--- src/sv/tsf_pkg.sv ---
// Shared types and constants for the touch sample filter.
package tsf_pkg;

   localparam int SAMPLE_W             = 12;
   localparam int COORD_W              = 16;
   localparam int ERR_W                = 12;
   localparam int ATT_W                = 5;
   localparam int CSR_W                = 12;
   localparam int SAMPLES_PER_READ_DEF = 15;

   localparam logic [ERR_W-1:0]   TOL_RST       = 12'd50;
   localparam logic [ATT_W-1:0]   MAX_ATT_RST   = 5'd20;
   localparam logic [COORD_W-1:0] INVALID_COORD = 16'hFFFF;

   typedef enum logic {
      CSR_TOL          = 1'b0,
      CSR_MAX_ATTEMPTS = 1'b1
   } csr_idx_type;

   typedef enum logic {
      OP_SCAN   = 1'b0,
      OP_SAMPLE = 1'b1
   } op_type;

   typedef enum logic [1:0] {
      GRP_X1 = 2'd0,
      GRP_Y1 = 2'd1,
      GRP_X2 = 2'd2,
      GRP_Y2 = 2'd3
   } grp_type;

   typedef struct packed {
      logic    vld;
      grp_type grp;
   } grp_tag_type;

   typedef struct packed {
      logic               vld;
      logic [COORD_W-1:0] x;
      logic [COORD_W-1:0] y;
      logic               ok;
   } result_type;

   typedef struct packed {
      logic fin;
      logic stop;
   } verdict_type;

endpackage

--- src/sv/tsf_if.sv ---
// Request and response channel interfaces for the touch sample filter.
interface tsf_req_if;
   logic        valid;
   logic        ready;
   logic        op;
   logic        pen_down;
   logic [11:0] sample;

   modport source (output valid, output op, output pen_down, output sample, input ready);
   modport sink   (input valid, input op, input pen_down, input sample, output ready);
endinterface

interface tsf_rsp_if;
   logic        valid;
   logic        ready;
   logic [15:0] x_out;
   logic [15:0] y_out;
   logic        valid_res;

   modport source (output valid, output x_out, output y_out, output valid_res, input ready);
   modport sink   (input valid, input x_out, input y_out, input valid_res, output ready);
endinterface

--- src/sv/tsf_accum.sv ---
// Scan control and per-group sum, minimum and maximum accumulation.
module tsf_accum #(
   parameter int SPR = tsf_pkg::SAMPLES_PER_READ_DEF
) (
   input  logic                                      clock,
   input  logic                                      reset,
   input  logic                                      acc,
   input  logic                                      op,
   input  logic                                      pen_down,
   input  logic [tsf_pkg::SAMPLE_W-1:0]              sample,
   input  tsf_pkg::verdict_type                      verdict,
   output logic                                      busy,
   output logic                                      scan_start,
   output tsf_pkg::result_type                       pen_up_res,
   output tsf_pkg::grp_tag_type                      tag,
   output logic [tsf_pkg::SAMPLE_W+$clog2(SPR)-1:0]  grp_sum,
   output logic [tsf_pkg::SAMPLE_W-1:0]              grp_min,
   output logic [tsf_pkg::SAMPLE_W-1:0]              grp_max
);
   import tsf_pkg::*;

   localparam int SUM_W = SAMPLE_W + $clog2(SPR);
   localparam int CNT_W = $clog2(SPR);
   localparam logic [CNT_W-1:0] CNT_LAST = CNT_W'(SPR - 1);

   logic                collect_ff, collect_in;
   logic                wait_ff, wait_in;
   logic [CNT_W-1:0]    cnt_ff, cnt_in;
   grp_type             grp_ff, grp_in;
   logic [SUM_W-1:0]    sum_ff, sum_in;
   logic [SAMPLE_W-1:0] min_ff, min_in;
   logic [SAMPLE_W-1:0] max_ff, max_in;
   grp_tag_type         tag_ff, tag_in;
   logic [SUM_W-1:0]    dsum_ff, dsum_in;
   logic [SAMPLE_W-1:0] dmin_ff, dmin_in;
   logic [SAMPLE_W-1:0] dmax_ff, dmax_in;

   logic [SUM_W-1:0]    s_sum;
   logic [SAMPLE_W-1:0] s_min, s_max;
   logic                take;

   always_comb begin
      s_sum = sum_ff + SUM_W'(sample);
      s_min = (sample < min_ff) ? sample : min_ff;
      s_max = (sample > max_ff) ? sample : max_ff;
      take  = acc && (op == OP_SAMPLE) && collect_ff;
   end

   always_comb begin
      collect_in = collect_ff;
      wait_in    = wait_ff;
      cnt_in     = cnt_ff;
      grp_in     = grp_ff;
      sum_in     = sum_ff;
      min_in     = min_ff;
      max_in     = max_ff;
      tag_in     = '{vld: 1'b0, grp: grp_ff};
      dsum_in    = dsum_ff;
      dmin_in    = dmin_ff;
      dmax_in    = dmax_ff;
      if (verdict.fin) begin
         wait_in = 1'b0;
      end
      if (verdict.stop) begin
         collect_in = 1'b0;
      end
      if (acc && (op == OP_SCAN)) begin
         collect_in = pen_down;
         cnt_in     = '0;
         grp_in     = GRP_X1;
         sum_in     = '0;
         min_in     = '1;
         max_in     = '0;
      end else if (take) begin
         if (cnt_ff == CNT_LAST) begin
            tag_in  = '{vld: 1'b1, grp: grp_ff};
            dsum_in = s_sum;
            dmin_in = s_min;
            dmax_in = s_max;
            cnt_in  = '0;
            grp_in  = grp_type'(grp_ff + 2'd1);
            sum_in  = '0;
            min_in  = '1;
            max_in  = '0;
            if (grp_ff == GRP_Y2) begin
               wait_in = 1'b1;
            end
         end else begin
            cnt_in = cnt_ff + CNT_W'(1);
            sum_in = s_sum;
            min_in = s_min;
            max_in = s_max;
         end
      end
   end

   always_ff @(posedge clock) begin
      if (reset) begin
         collect_ff <= 1'b0;
         wait_ff    <= 1'b0;
         cnt_ff     <= '0;
         grp_ff     <= GRP_X1;
         sum_ff     <= '0;
         min_ff     <= '1;
         max_ff     <= '0;
         tag_ff     <= '{vld: 1'b0, grp: GRP_X1};
      end else begin
         collect_ff <= collect_in;
         wait_ff    <= wait_in;
         cnt_ff     <= cnt_in;
         grp_ff     <= grp_in;
         sum_ff     <= sum_in;
         min_ff     <= min_in;
         max_ff     <= max_in;
         tag_ff     <= tag_in;
      end
   end

   always_ff @(posedge clock) begin
      dsum_ff <= dsum_in;
      dmin_ff <= dmin_in;
      dmax_ff <= dmax_in;
   end

   always_comb begin
      busy       = wait_ff;
      scan_start = acc && (op == OP_SCAN);
      pen_up_res = '{vld: scan_start && !pen_down, x: INVALID_COORD,
                     y: INVALID_COORD, ok: 1'b0};
      tag        = tag_ff;
      grp_sum    = dsum_ff;
      grp_min    = dmin_ff;
      grp_max    = dmax_ff;
   end

endmodule

--- src/sv/tsf_mean.sv ---
// Trimmed group sum and division by the kept sample count via reciprocal multiply.
module tsf_mean #(
   parameter int SPR = tsf_pkg::SAMPLES_PER_READ_DEF
) (
   input  logic                                      clock,
   input  logic                                      reset,
   input  tsf_pkg::grp_tag_type                      tag_i,
   input  logic [tsf_pkg::SAMPLE_W+$clog2(SPR)-1:0]  grp_sum,
   input  logic [tsf_pkg::SAMPLE_W-1:0]              grp_min,
   input  logic [tsf_pkg::SAMPLE_W-1:0]              grp_max,
   output tsf_pkg::grp_tag_type                      tag_o,
   output logic [tsf_pkg::SAMPLE_W-1:0]              mean
);
   import tsf_pkg::*;

   localparam int     SUM_W   = SAMPLE_W + $clog2(SPR);
   localparam int     DIV     = SPR - 2;
   localparam int     SHIFT   = SUM_W + $clog2(DIV);
   localparam int     RECIP_W = SUM_W + 1;
   localparam int     PROD_W  = SUM_W + RECIP_W;
   localparam longint RECIP_L = ((longint'(1) << SHIFT) + longint'(DIV) - 1) / longint'(DIV);
   localparam logic [RECIP_W-1:0] RECIP = RECIP_W'(RECIP_L);

   logic [SUM_W-1:0]  trim;
   logic [PROD_W-1:0] prod_ff, prod_in;
   grp_tag_type       tag_ff;

   always_comb begin
      trim    = grp_sum - SUM_W'(grp_min) - SUM_W'(grp_max);
      prod_in = PROD_W'(trim) * PROD_W'(RECIP);
   end

   always_ff @(posedge clock) begin
      if (reset) begin
         tag_ff <= '{vld: 1'b0, grp: GRP_X1};
      end else begin
         tag_ff <= tag_i;
      end
   end

   always_ff @(posedge clock) begin
      prod_ff <= prod_in;
   end

   assign tag_o = tag_ff;
   assign mean  = prod_ff[SHIFT +: SAMPLE_W];

endmodule

--- src/sv/tsf_judge.sv ---
// Reading storage, agreement check, retry count and coordinate result.
module tsf_judge (
   input  logic                          clock,
   input  logic                          reset,
   input  logic                          scan_start,
   input  tsf_pkg::grp_tag_type          tag,
   input  logic [tsf_pkg::SAMPLE_W-1:0]  mean,
   input  logic [tsf_pkg::ERR_W-1:0]     tol,
   input  logic [tsf_pkg::ATT_W-1:0]     max_att,
   output tsf_pkg::result_type           res,
   output tsf_pkg::verdict_type          verdict
);
   import tsf_pkg::*;

   logic [SAMPLE_W-1:0] first_x_ff, first_y_ff, second_x_ff;
   logic [ATT_W-1:0]    att_ff, att_in;

   logic [SAMPLE_W-1:0] diff_x, diff_y;
   logic [SAMPLE_W:0]   sum_x, sum_y;
   logic [ATT_W-1:0]    att_inc;
   logic                agree, give_up, fin;

   always_comb begin
      diff_x  = (first_x_ff >= second_x_ff) ? first_x_ff - second_x_ff
                                            : second_x_ff - first_x_ff;
      diff_y  = (first_y_ff >= mean) ? first_y_ff - mean : mean - first_y_ff;
      agree   = (diff_x < tol) && (diff_y < tol);
      sum_x   = {1'b0, first_x_ff} + {1'b0, second_x_ff};
      sum_y   = {1'b0, first_y_ff} + {1'b0, mean};
      att_inc = att_ff + ATT_W'(1);
      give_up = (att_inc == '0) || (att_inc >= max_att);
      fin     = tag.vld && (tag.grp == GRP_Y2);
   end

   always_comb begin
      verdict.fin  = fin;
      verdict.stop = fin && (agree || give_up);
      res.vld      = verdict.stop;
      res.ok       = agree;
      res.x        = agree ? COORD_W'(sum_x[SAMPLE_W:1]) : INVALID_COORD;
      res.y        = agree ? COORD_W'(sum_y[SAMPLE_W:1]) : INVALID_COORD;
   end

   always_comb begin
      att_in = att_ff;
      if (scan_start) begin
         att_in = '0;
      end else if (fin) begin
         att_in = (agree || give_up) ? '0 : att_inc;
      end
   end

   always_ff @(posedge clock) begin
      if (reset) begin
         att_ff <= '0;
      end else begin
         att_ff <= att_in;
      end
   end

   always_ff @(posedge clock) begin
      if (tag.vld) begin
         case (tag.grp)
            GRP_X1: begin
               first_x_ff <= mean;
            end
            GRP_Y1: begin
               first_y_ff <= mean;
            end
            GRP_X2: begin
               second_x_ff <= mean;
            end
            default: begin
            end
         endcase
      end
   end

endmodule

--- src/sv/tsf_rspq.sv ---
// Response output register with one skid entry.
module tsf_rspq (
   input  logic                clock,
   input  logic                reset,
   input  tsf_pkg::result_type push,
   input  logic                pop,
   output tsf_pkg::result_type head,
   output logic                full
);
   import tsf_pkg::*;

   result_type out_ff, out_in;
   result_type skid_ff, skid_in;

   always_comb begin
      out_in  = out_ff;
      skid_in = skid_ff;
      if (!out_ff.vld || pop) begin
         if (skid_ff.vld) begin
            out_in  = skid_ff;
            skid_in = push;
         end else begin
            out_in = push;
         end
      end else if (push.vld) begin
         skid_in = push;
      end
   end

   always_ff @(posedge clock) begin
      if (reset) begin
         out_ff.vld  <= 1'b0;
         skid_ff.vld <= 1'b0;
      end else begin
         out_ff.vld  <= out_in.vld;
         skid_ff.vld <= skid_in.vld;
      end
      out_ff.x   <= out_in.x;
      out_ff.y   <= out_in.y;
      out_ff.ok  <= out_in.ok;
      skid_ff.x  <= skid_in.x;
      skid_ff.y  <= skid_in.y;
      skid_ff.ok <= skid_in.ok;
   end

   assign head = out_ff;
   assign full = skid_ff.vld;

endmodule

--- src/sv/touch_sample_filter_core.sv ---
// Touch sample filter: trimmed-mean X/Y filtering with agreement check and retries.
// Throughput: one word per cycle, except while the agreement check resolves after the last
// sample of an attempt, and while the skid entry is full.
// A pen-up scan start is answered at acceptance and registered in the response queue; an
// attempt's result passes the group registers, the mean product register and the response queue.
// Reset is synchronous; registers return to tolerance 50, max_attempts 20, idle.
module touch_sample_filter_core #(
   parameter int SPR = tsf_pkg::SAMPLES_PER_READ_DEF
) (
   input  logic                      clock,
   input  logic                      reset,
   tsf_req_if.sink                   req_if,
   tsf_rsp_if.source                 rsp_if,
   input  logic                      csr_we,
   input  logic                      csr_idx,
   input  logic [tsf_pkg::CSR_W-1:0] csr_wdata
);
   import tsf_pkg::*;

   localparam int SUM_W = SAMPLE_W + $clog2(SPR);

   logic [ERR_W-1:0] tol_ff;
   logic [ATT_W-1:0] max_att_ff;

   logic                acc, busy, scan_start, q_full, pop;
   result_type          pen_up_res, judge_res, push, head;
   verdict_type         verdict;
   grp_tag_type         tag_a, tag_b;
   logic [SUM_W-1:0]    grp_sum;
   logic [SAMPLE_W-1:0] grp_min, grp_max, mean;

   always_ff @(posedge clock) begin
      if (reset) begin
         tol_ff     <= TOL_RST;
         max_att_ff <= MAX_ATT_RST;
      end else if (csr_we) begin
         case (csr_idx_type'(csr_idx))
            CSR_TOL: begin
               tol_ff <= csr_wdata[ERR_W-1:0];
            end
            CSR_MAX_ATTEMPTS: begin
               max_att_ff <= csr_wdata[ATT_W-1:0];
            end
            default: begin
            end
         endcase
      end
   end

   assign req_if.ready = !busy && !q_full;
   assign acc          = req_if.valid && req_if.ready;
   assign pop          = rsp_if.valid && rsp_if.ready;
   assign push         = judge_res.vld ? judge_res : pen_up_res;

   tsf_accum #(.SPR(SPR)) u_accum (
      .clock      (clock),
      .reset      (reset),
      .acc        (acc),
      .op         (req_if.op),
      .pen_down   (req_if.pen_down),
      .sample     (req_if.sample),
      .verdict    (verdict),
      .busy       (busy),
      .scan_start (scan_start),
      .pen_up_res (pen_up_res),
      .tag        (tag_a),
      .grp_sum    (grp_sum),
      .grp_min    (grp_min),
      .grp_max    (grp_max)
   );

   tsf_mean #(.SPR(SPR)) u_mean (
      .clock   (clock),
      .reset   (reset),
      .tag_i   (tag_a),
      .grp_sum (grp_sum),
      .grp_min (grp_min),
      .grp_max (grp_max),
      .tag_o   (tag_b),
      .mean    (mean)
   );

   tsf_judge u_judge (
      .clock      (clock),
      .reset      (reset),
      .scan_start (scan_start),
      .tag        (tag_b),
      .mean       (mean),
      .tol        (tol_ff),
      .max_att    (max_att_ff),
      .res        (judge_res),
      .verdict    (verdict)
   );

   tsf_rspq u_rspq (
      .clock (clock),
      .reset (reset),
      .push  (push),
      .pop   (pop),
      .head  (head),
      .full  (q_full)
   );

   assign rsp_if.valid     = head.vld;
   assign rsp_if.x_out     = head.x;
   assign rsp_if.y_out     = head.y;
   assign rsp_if.valid_res = head.ok;

`ifndef ASSERT_OFF
   a_no_push_when_full: assert property (@(posedge clock) disable iff (reset)
      push.vld |-> !q_full)
      else $error("result word pushed while skid entry occupied");

   a_no_double_push: assert property (@(posedge clock) disable iff (reset)
      !(judge_res.vld && pen_up_res.vld))
      else $error("two result sources in the same cycle");

   a_attempt_resolves: assert property (@(posedge clock) disable iff (reset)
      (tag_a.vld && tag_a.grp == GRP_Y2) |-> ##1 verdict.fin)
      else $error("attempt end did not reach the agreement check");

   a_valid_coord_range: assert property (@(posedge clock) disable iff (reset)
      (judge_res.vld && judge_res.ok) |-> (judge_res.x[COORD_W-1:SAMPLE_W] == '0
         && judge_res.y[COORD_W-1:SAMPLE_W] == '0))
      else $error("valid coordinate out of sample range");
`endif

endmodule

--- src/flat_wrapper.sv ---
// flat-port wrapper written by rule: the top's interface ports become plain ports
module touch_sample_filter_core_flat import tsf_pkg::*;
#(
   parameter int SPR = tsf_pkg::SAMPLES_PER_READ_DEF
)
  (clock, reset, csr_we, csr_idx, csr_wdata, req_if_valid, req_if_op, req_if_pen_down, req_if_sample, req_if_ready, rsp_if_valid, rsp_if_x_out, rsp_if_y_out, rsp_if_valid_res, rsp_if_ready);
  tsf_req_if req_if_i ();
  tsf_rsp_if rsp_if_i ();
  input  logic clock;
  input  logic reset;
  input  logic csr_we;
  input  logic csr_idx;
  input  logic [tsf_pkg::CSR_W-1:0] csr_wdata;
  input wire logic [$bits(req_if_i.valid)-1:0] req_if_valid;
  input wire logic [$bits(req_if_i.op)-1:0] req_if_op;
  input wire logic [$bits(req_if_i.pen_down)-1:0] req_if_pen_down;
  input wire logic [$bits(req_if_i.sample)-1:0] req_if_sample;
  output wire logic [$bits(req_if_i.ready)-1:0] req_if_ready;
  output wire logic [$bits(rsp_if_i.valid)-1:0] rsp_if_valid;
  output wire logic [$bits(rsp_if_i.x_out)-1:0] rsp_if_x_out;
  output wire logic [$bits(rsp_if_i.y_out)-1:0] rsp_if_y_out;
  output wire logic [$bits(rsp_if_i.valid_res)-1:0] rsp_if_valid_res;
  input wire logic [$bits(rsp_if_i.ready)-1:0] rsp_if_ready;
  assign req_if_i.valid = req_if_valid;
  assign req_if_i.op = req_if_op;
  assign req_if_i.pen_down = req_if_pen_down;
  assign req_if_i.sample = req_if_sample;
  assign req_if_ready = req_if_i.ready;
  assign rsp_if_valid = rsp_if_i.valid;
  assign rsp_if_x_out = rsp_if_i.x_out;
  assign rsp_if_y_out = rsp_if_i.y_out;
  assign rsp_if_valid_res = rsp_if_i.valid_res;
  assign rsp_if_i.ready = rsp_if_ready;
  touch_sample_filter_core #(.SPR(SPR)) u_core (.clock(clock), .reset(reset), .req_if(req_if_i), .rsp_if(rsp_if_i), .csr_we(csr_we), .csr_idx(csr_idx), .csr_wdata(csr_wdata));
endmodule
--- config.mk ---
export PLATFORM = sky130hd
export DESIGN_NAME = touch_sample_filter_core_flat
export DESIGN_NICKNAME = d
export VERILOG_FILES = /design/src/sv/tsf_pkg.sv /design/src/sv/tsf_if.sv /design/src/sv/tsf_accum.sv /design/src/sv/tsf_mean.sv /design/src/sv/tsf_judge.sv /design/src/sv/tsf_rspq.sv /design/src/sv/touch_sample_filter_core.sv /design/src/flat_wrapper.sv
export SDC_FILE = /design/constraint.sdc
export NUM_CORES = 1
export LEC_CHECK = 0
export BUFFER_PORTS_ARGS = -buffer_cell sky130_fd_sc_hd__buf_2
export CAP_MARGIN = 20
export CORE_MARGIN = 2
export CORE_UTILIZATION = 55
export CTS_CLUSTER_DIAMETER = 100
export DETAILED_ROUTE_END_ITERATION = 6
export PLACE_DENSITY = 0.83
export SLEW_MARGIN = 20
export SYNTH_ARGS = -nofsm -noshare
export SYNTH_HDL_FRONTEND = slang
export SYNTH_HIERARCHICAL = 1
export SYNTH_SLANG_ARGS = --single-unit
--- constraint.sdc ---
create_clock -name clock -period 10.22 [get_ports clock]
set_input_delay 2.044 -clock clock [delete_from_list [all_inputs] [get_ports clock]]
set_output_delay 2.044 -clock clock [all_outputs]
set_load 0.02 [all_outputs]
==> summary.md <==
| Metric | Value |
|---|---|
| Status | `complete, no violations` |
| DP Wirelength | `between 30,000 and 40,000 um` |
| Root buf cell | `clkbuf_16` |
| Post-synthesis cell area | `just under 0.02 mm^2` |
| Crit path DAT | `8.40 ns` |
| Post-Syn Area per Cell | `between 10 and 15 um^2` |
| Fin nets | `around 2,400` |
| Hold Vio Cnt, Final | `0` |
| Peak VDD IR | `around 0.00016 V` |
| Hold Path Sink | `u_core/u_mean/tag_o[2]$_SDFF_PP0_` |
| Crit Path Class | `reg2reg` |
| Post-synthesis sequential area ratio | `a little under a third` |
| Hold Path Class | `reg2reg` |
| RSZ-0062 raised after global routing | `no` |
| Max Fanout on Critical Path | `7` |
| Worst Hold Launch | `u_core/u_accum/tag[2]$_SDFF_PP0_` |
| Slew headroom | `33.37%` |
| Tcrit/Tclk final | `around 80%` |
| FFs w/ async S/R, synth | `0%` |
| Chip Width | `~190 um` |
| Reg-to-reg endpoint | `u_core/u_mean/prod_ff[30]$_DFF_P_` |
| DR iter-0 viols | `982` |
| Multi-input gate area | `0.01213 mm^2` |
| Total track usage | `23.26%` |
| Power Density | `99.80 mW/mm^2` |
| Cell repeated most along the worst path | `fa_1` |
| Clock sink count | `about 230` |
| Pins Over Slew Limit | `0` |
| H-Tree Depth | `1` |
| Hold path depth | `1` |
| Via density per instance | `between 5 and 6` |
| Top-Level Pins | `67` |
| Grt met3 use | `about 2.8%` |
| Met1 Resource Use GR | `a little over a quarter` |
| Synth unique cells | `106` |
| Startpoint Class | `flip-flop` |
| # Max-Cap Violations | `0` |
| Crit path launch | `u_core/u_accum/grp_sum[2]$_DFFE_PP_` |
| Core ar. | `between 0.03 and 0.04 mm^2` |
| Post-synth top flop | `edfxtp_1` |
| Worst Skew | `between 0.01 and 0.015 ns` |
| Initial antenna violation count | `3` |
| Finished Layout Cells | `2,486` |
| Delay-heaviest family, CP | `adder cells` |
| Area share of the largest cell type after synthesis | `21.57%` |
| F_max | `125.7 MHz` |
| Slowest Stage Delay on Critical Path | `0.57 ns` |
| Largest area contributor in the netlist | `edfxtp_1` |
| Clock buffer depth | `3` |
| RR Startpoint | `u_core/u_accum/grp_sum[2]$_DFFE_PP_` |
| Final wirelength | `44,550 um` |
| Clock Latency Late Sink | `roughly 0.54 ns` |
| Reg2Reg Depth | `25` |
| Placement Rows | `69` |
| Ranking of synthesized cells by area | `edfxtp_1 22%, ha_1 17%, dfxtp_1 9.1%` |
| Setup crit end kind | `flip-flop` |
| Met2 GRT Util | `approximately 43%` |
| Vias in the first global route | `14,600` |
| CTS tree | `yes` |
| Share of cells above drive strength 1 | `between 10% and 20%` |
| Reg2reg setup slack | `2.27 ns` |
| Die H | `slightly below 200 um` |
| Die area | `0.03747 mm^2` |
| Final GP Congestion | `0.9346` |
| Tot Pwr | `~0.0021 W` |
| Ys Warns | `6` |
| Min Tclk post-route | `about 8 ns` |
| Highest-count cells in the layout ignoring fill and taps | `267 x ha_1, 254 x inv_1, 142 x edfxtp_1` |
| Vias | `between 10,000 and 15,000` |
| Global-route wire length before repair | `72,170 um` |
| Cells after DPL | `between 2,000 and 2,500` |
| Synth Register Bits | `232` |
| GR peak layer | `met2` |
| Most common cell after layout, fill and taps aside | `ha_1` |
| Register area | `~0.0061 mm^2` |
| IO Port Bufs | `66` |
| Fill cells | `about 2,900` |
| DRT antenna net count | `0` |
| Postcts setup bufs | `0` |
| GR Overflow Total | `0` |
| Leak | `roughly 9.5 nW` |
| Hold-fix buffers, CTS | `0` |
| Gate Count Post-Synth | `between 1,500 and 2,000` |
| 1st-pass router iterations | `6` |
| P&R area growth vs syn | `6.399%` |
| PostCTS Resize Cnt | `0` |
| Post-synth EDFFs | `roughly 140` |
| Clock transition at path regs | `roughly 0.060 ns` |
| Drc violations | `0` |
| Final setup viols | `0` |
| CP required | `10.67 ns` |
| Cts bufs inserted | `26` |
| WP buf/inv | `0` |
| Largest net degree at the start of global routing | `44` |
| Average routed wire per standard cell | `17.92 um` |
| Initial Util | `a little under three fifths` |
| Setup total negative slack | `0 ns` |
| CP max-delay cell | `xor2_1` |
| Actual slew at the worst max-slew pin | `0.9991 ns` |
==> area by class of cell <==
type                       count  area share, %
antenna                        1        0.01190
clock buffer                  33          3.361
clock inverter                15         0.7793
inverter                     256          4.569
multi-input combinational   1411          57.65
sequential                   232          28.86
tap                          461          2.743
timing repair buffer          77          2.023
==> worst reg2reg max path, cell delays in order, from the launching register on <==
cell and delay, ns:
edfxtp_1 0.39, fa_1 0.49, ha_1 0.34, and2b_1 0.18, o21ai_1 0.19, a21oi_2 0.11
o41ai_4 0.36, o21ai_2 0.17, a21o_1 0.22, a21o_1 0.22, xor2_1 0.57, ha_1 0.37
fa_1 0.50, fa_1 0.44, fa_1 0.52, fa_1 0.49, ha_1 0.31, ha_1 0.34
nand2_1 0.10, nor3_1 0.29, o21ai_0 0.21, a21oi_1 0.29, nor2_1 0.10, a21oi_1 0.29
a21oi_1 0.16, xnor2_1 0.20
==> layer usage <==
layer	routed length [um]	share of wire (%)
met3	1983	4.5
met2	22900	51
met4	1523	3.4
met5	23	0.052
met1	18120	41
==> per-stage QoR <==
| stage | hold WS [ns] | cell area, um^2 | utilization [%] | setup slack, ns |
|---|---|---|---|---|
| after floorplan | 0.4138 | 19880 | - | 3.060 |
| after global placement | 0.4190 | 20130 | 56.74 | 2.596 |
| after detailed placement | 0.4278 | 20140 | 56.75 | 2.352 |
| after CTS | 0.4443 | 21010 | 59.20 | 2.316 |
| after global routing | 0.4472 | 21030 | 59.27 | 1.745 |
| final | 0.4452 | 21030 | 59.27 | 2.267 |
==> worst max-delay path by stage <==
| stage | endpoint | cells after the start |
|---|---|---|
| CTS | u_core/u_mean/prod_ff[30]$_DFF_P_ | 25 |
| global route | u_core/u_mean/prod_ff[28]$_DFF_P_ | 25 |
| finish | u_core/u_mean/prod_ff[30]$_DFF_P_ | 25 |
| global placement | u_core/u_mean/prod_ff[28]$_DFF_P_ | 24 |
| floorplan | u_core/u_mean/prod_ff[28]$_DFF_P_ | 24 |
| detailed placement | u_core/u_mean/prod_ff[30]$_DFF_P_ | 25 |
==> power by group <==
group	switching, W	total, W	internal (W)
logic	0.0000855	0.000140	0.0000547
clock network	0.000381	0.000946	0.000565
registers	0.00000586	0.00101	0.00101
==> kinds of logic (layout without fill, tap and decap cells) <==
family,count (synthesis),count (layout),synth area share (%)
flops,232,232,30.69
mux,93,93,5.672
fa+ha+maj,351,351,25.26
buf+inv,359,381,8.609
compound gates,369,369,12.80
xor+xnor,94,94,4.355
simple gates,471,471,12.58
other cells,2,34,0.03799
==> registers in the layout, summed over array words and instances, names as in the netlist <==
register / count
u_core/u_accum/tag: 3
u_core/tol_ff: 12
u_core/u_rspq/full: 1
u_core/u_judge/first_x_ff: 12
u_core/u_rspq/skid_ff: 33
u_core/u_accum/cnt_ff: 4
u_core/u_accum/grp_ff: 2
u_core/u_judge/first_y_ff: 12
u_core/u_rspq/head: 34
u_core/u_accum/min_ff: 12
u_core/u_accum/max_ff: 12
u_core/u_judge/second_x_ff: 12
u_core/max_att_ff: 5
u_core/u_accum/busy: 1
u_core/u_judge/att_ff: 5
u_core/u_accum/sum_ff: 16
u_core/u_accum/grp_sum: 16
u_core/u_accum/grp_min: 12
u_core/u_mean/tag_o: 3
u_core/u_mean/prod_ff: 12
u_core/u_accum/collect_ff: 1
u_core/u_accum/grp_max: 12
==> synthesized netlist by cell type, drive strengths merged (6+ instances only) <==
cell       n
ha       267
inv      256
edfxtp   142
nand2    108
nor2      98
o21ai     98
a21oi     90
dfxtp     90
buf       83
fa        81
mux2      71
xnor2     64
nor2b     55
nand3     47
nor3      38
a21o      32
xor2      30
nand2b    29
mux2i     22
clkbuf    20
a22o      16
nand3b    16
nand4     16
o21bai    13
and2      12
a31oi     11
or3       11
a211oi    10
o211ai    10
o21a      10
o31ai     10
a22oi      9
o41ai      9
a211o      7
nand4bb    7
nor3b      7
and3       6
nor4       6
or4        6
Power figures use the tool's default switching activity.
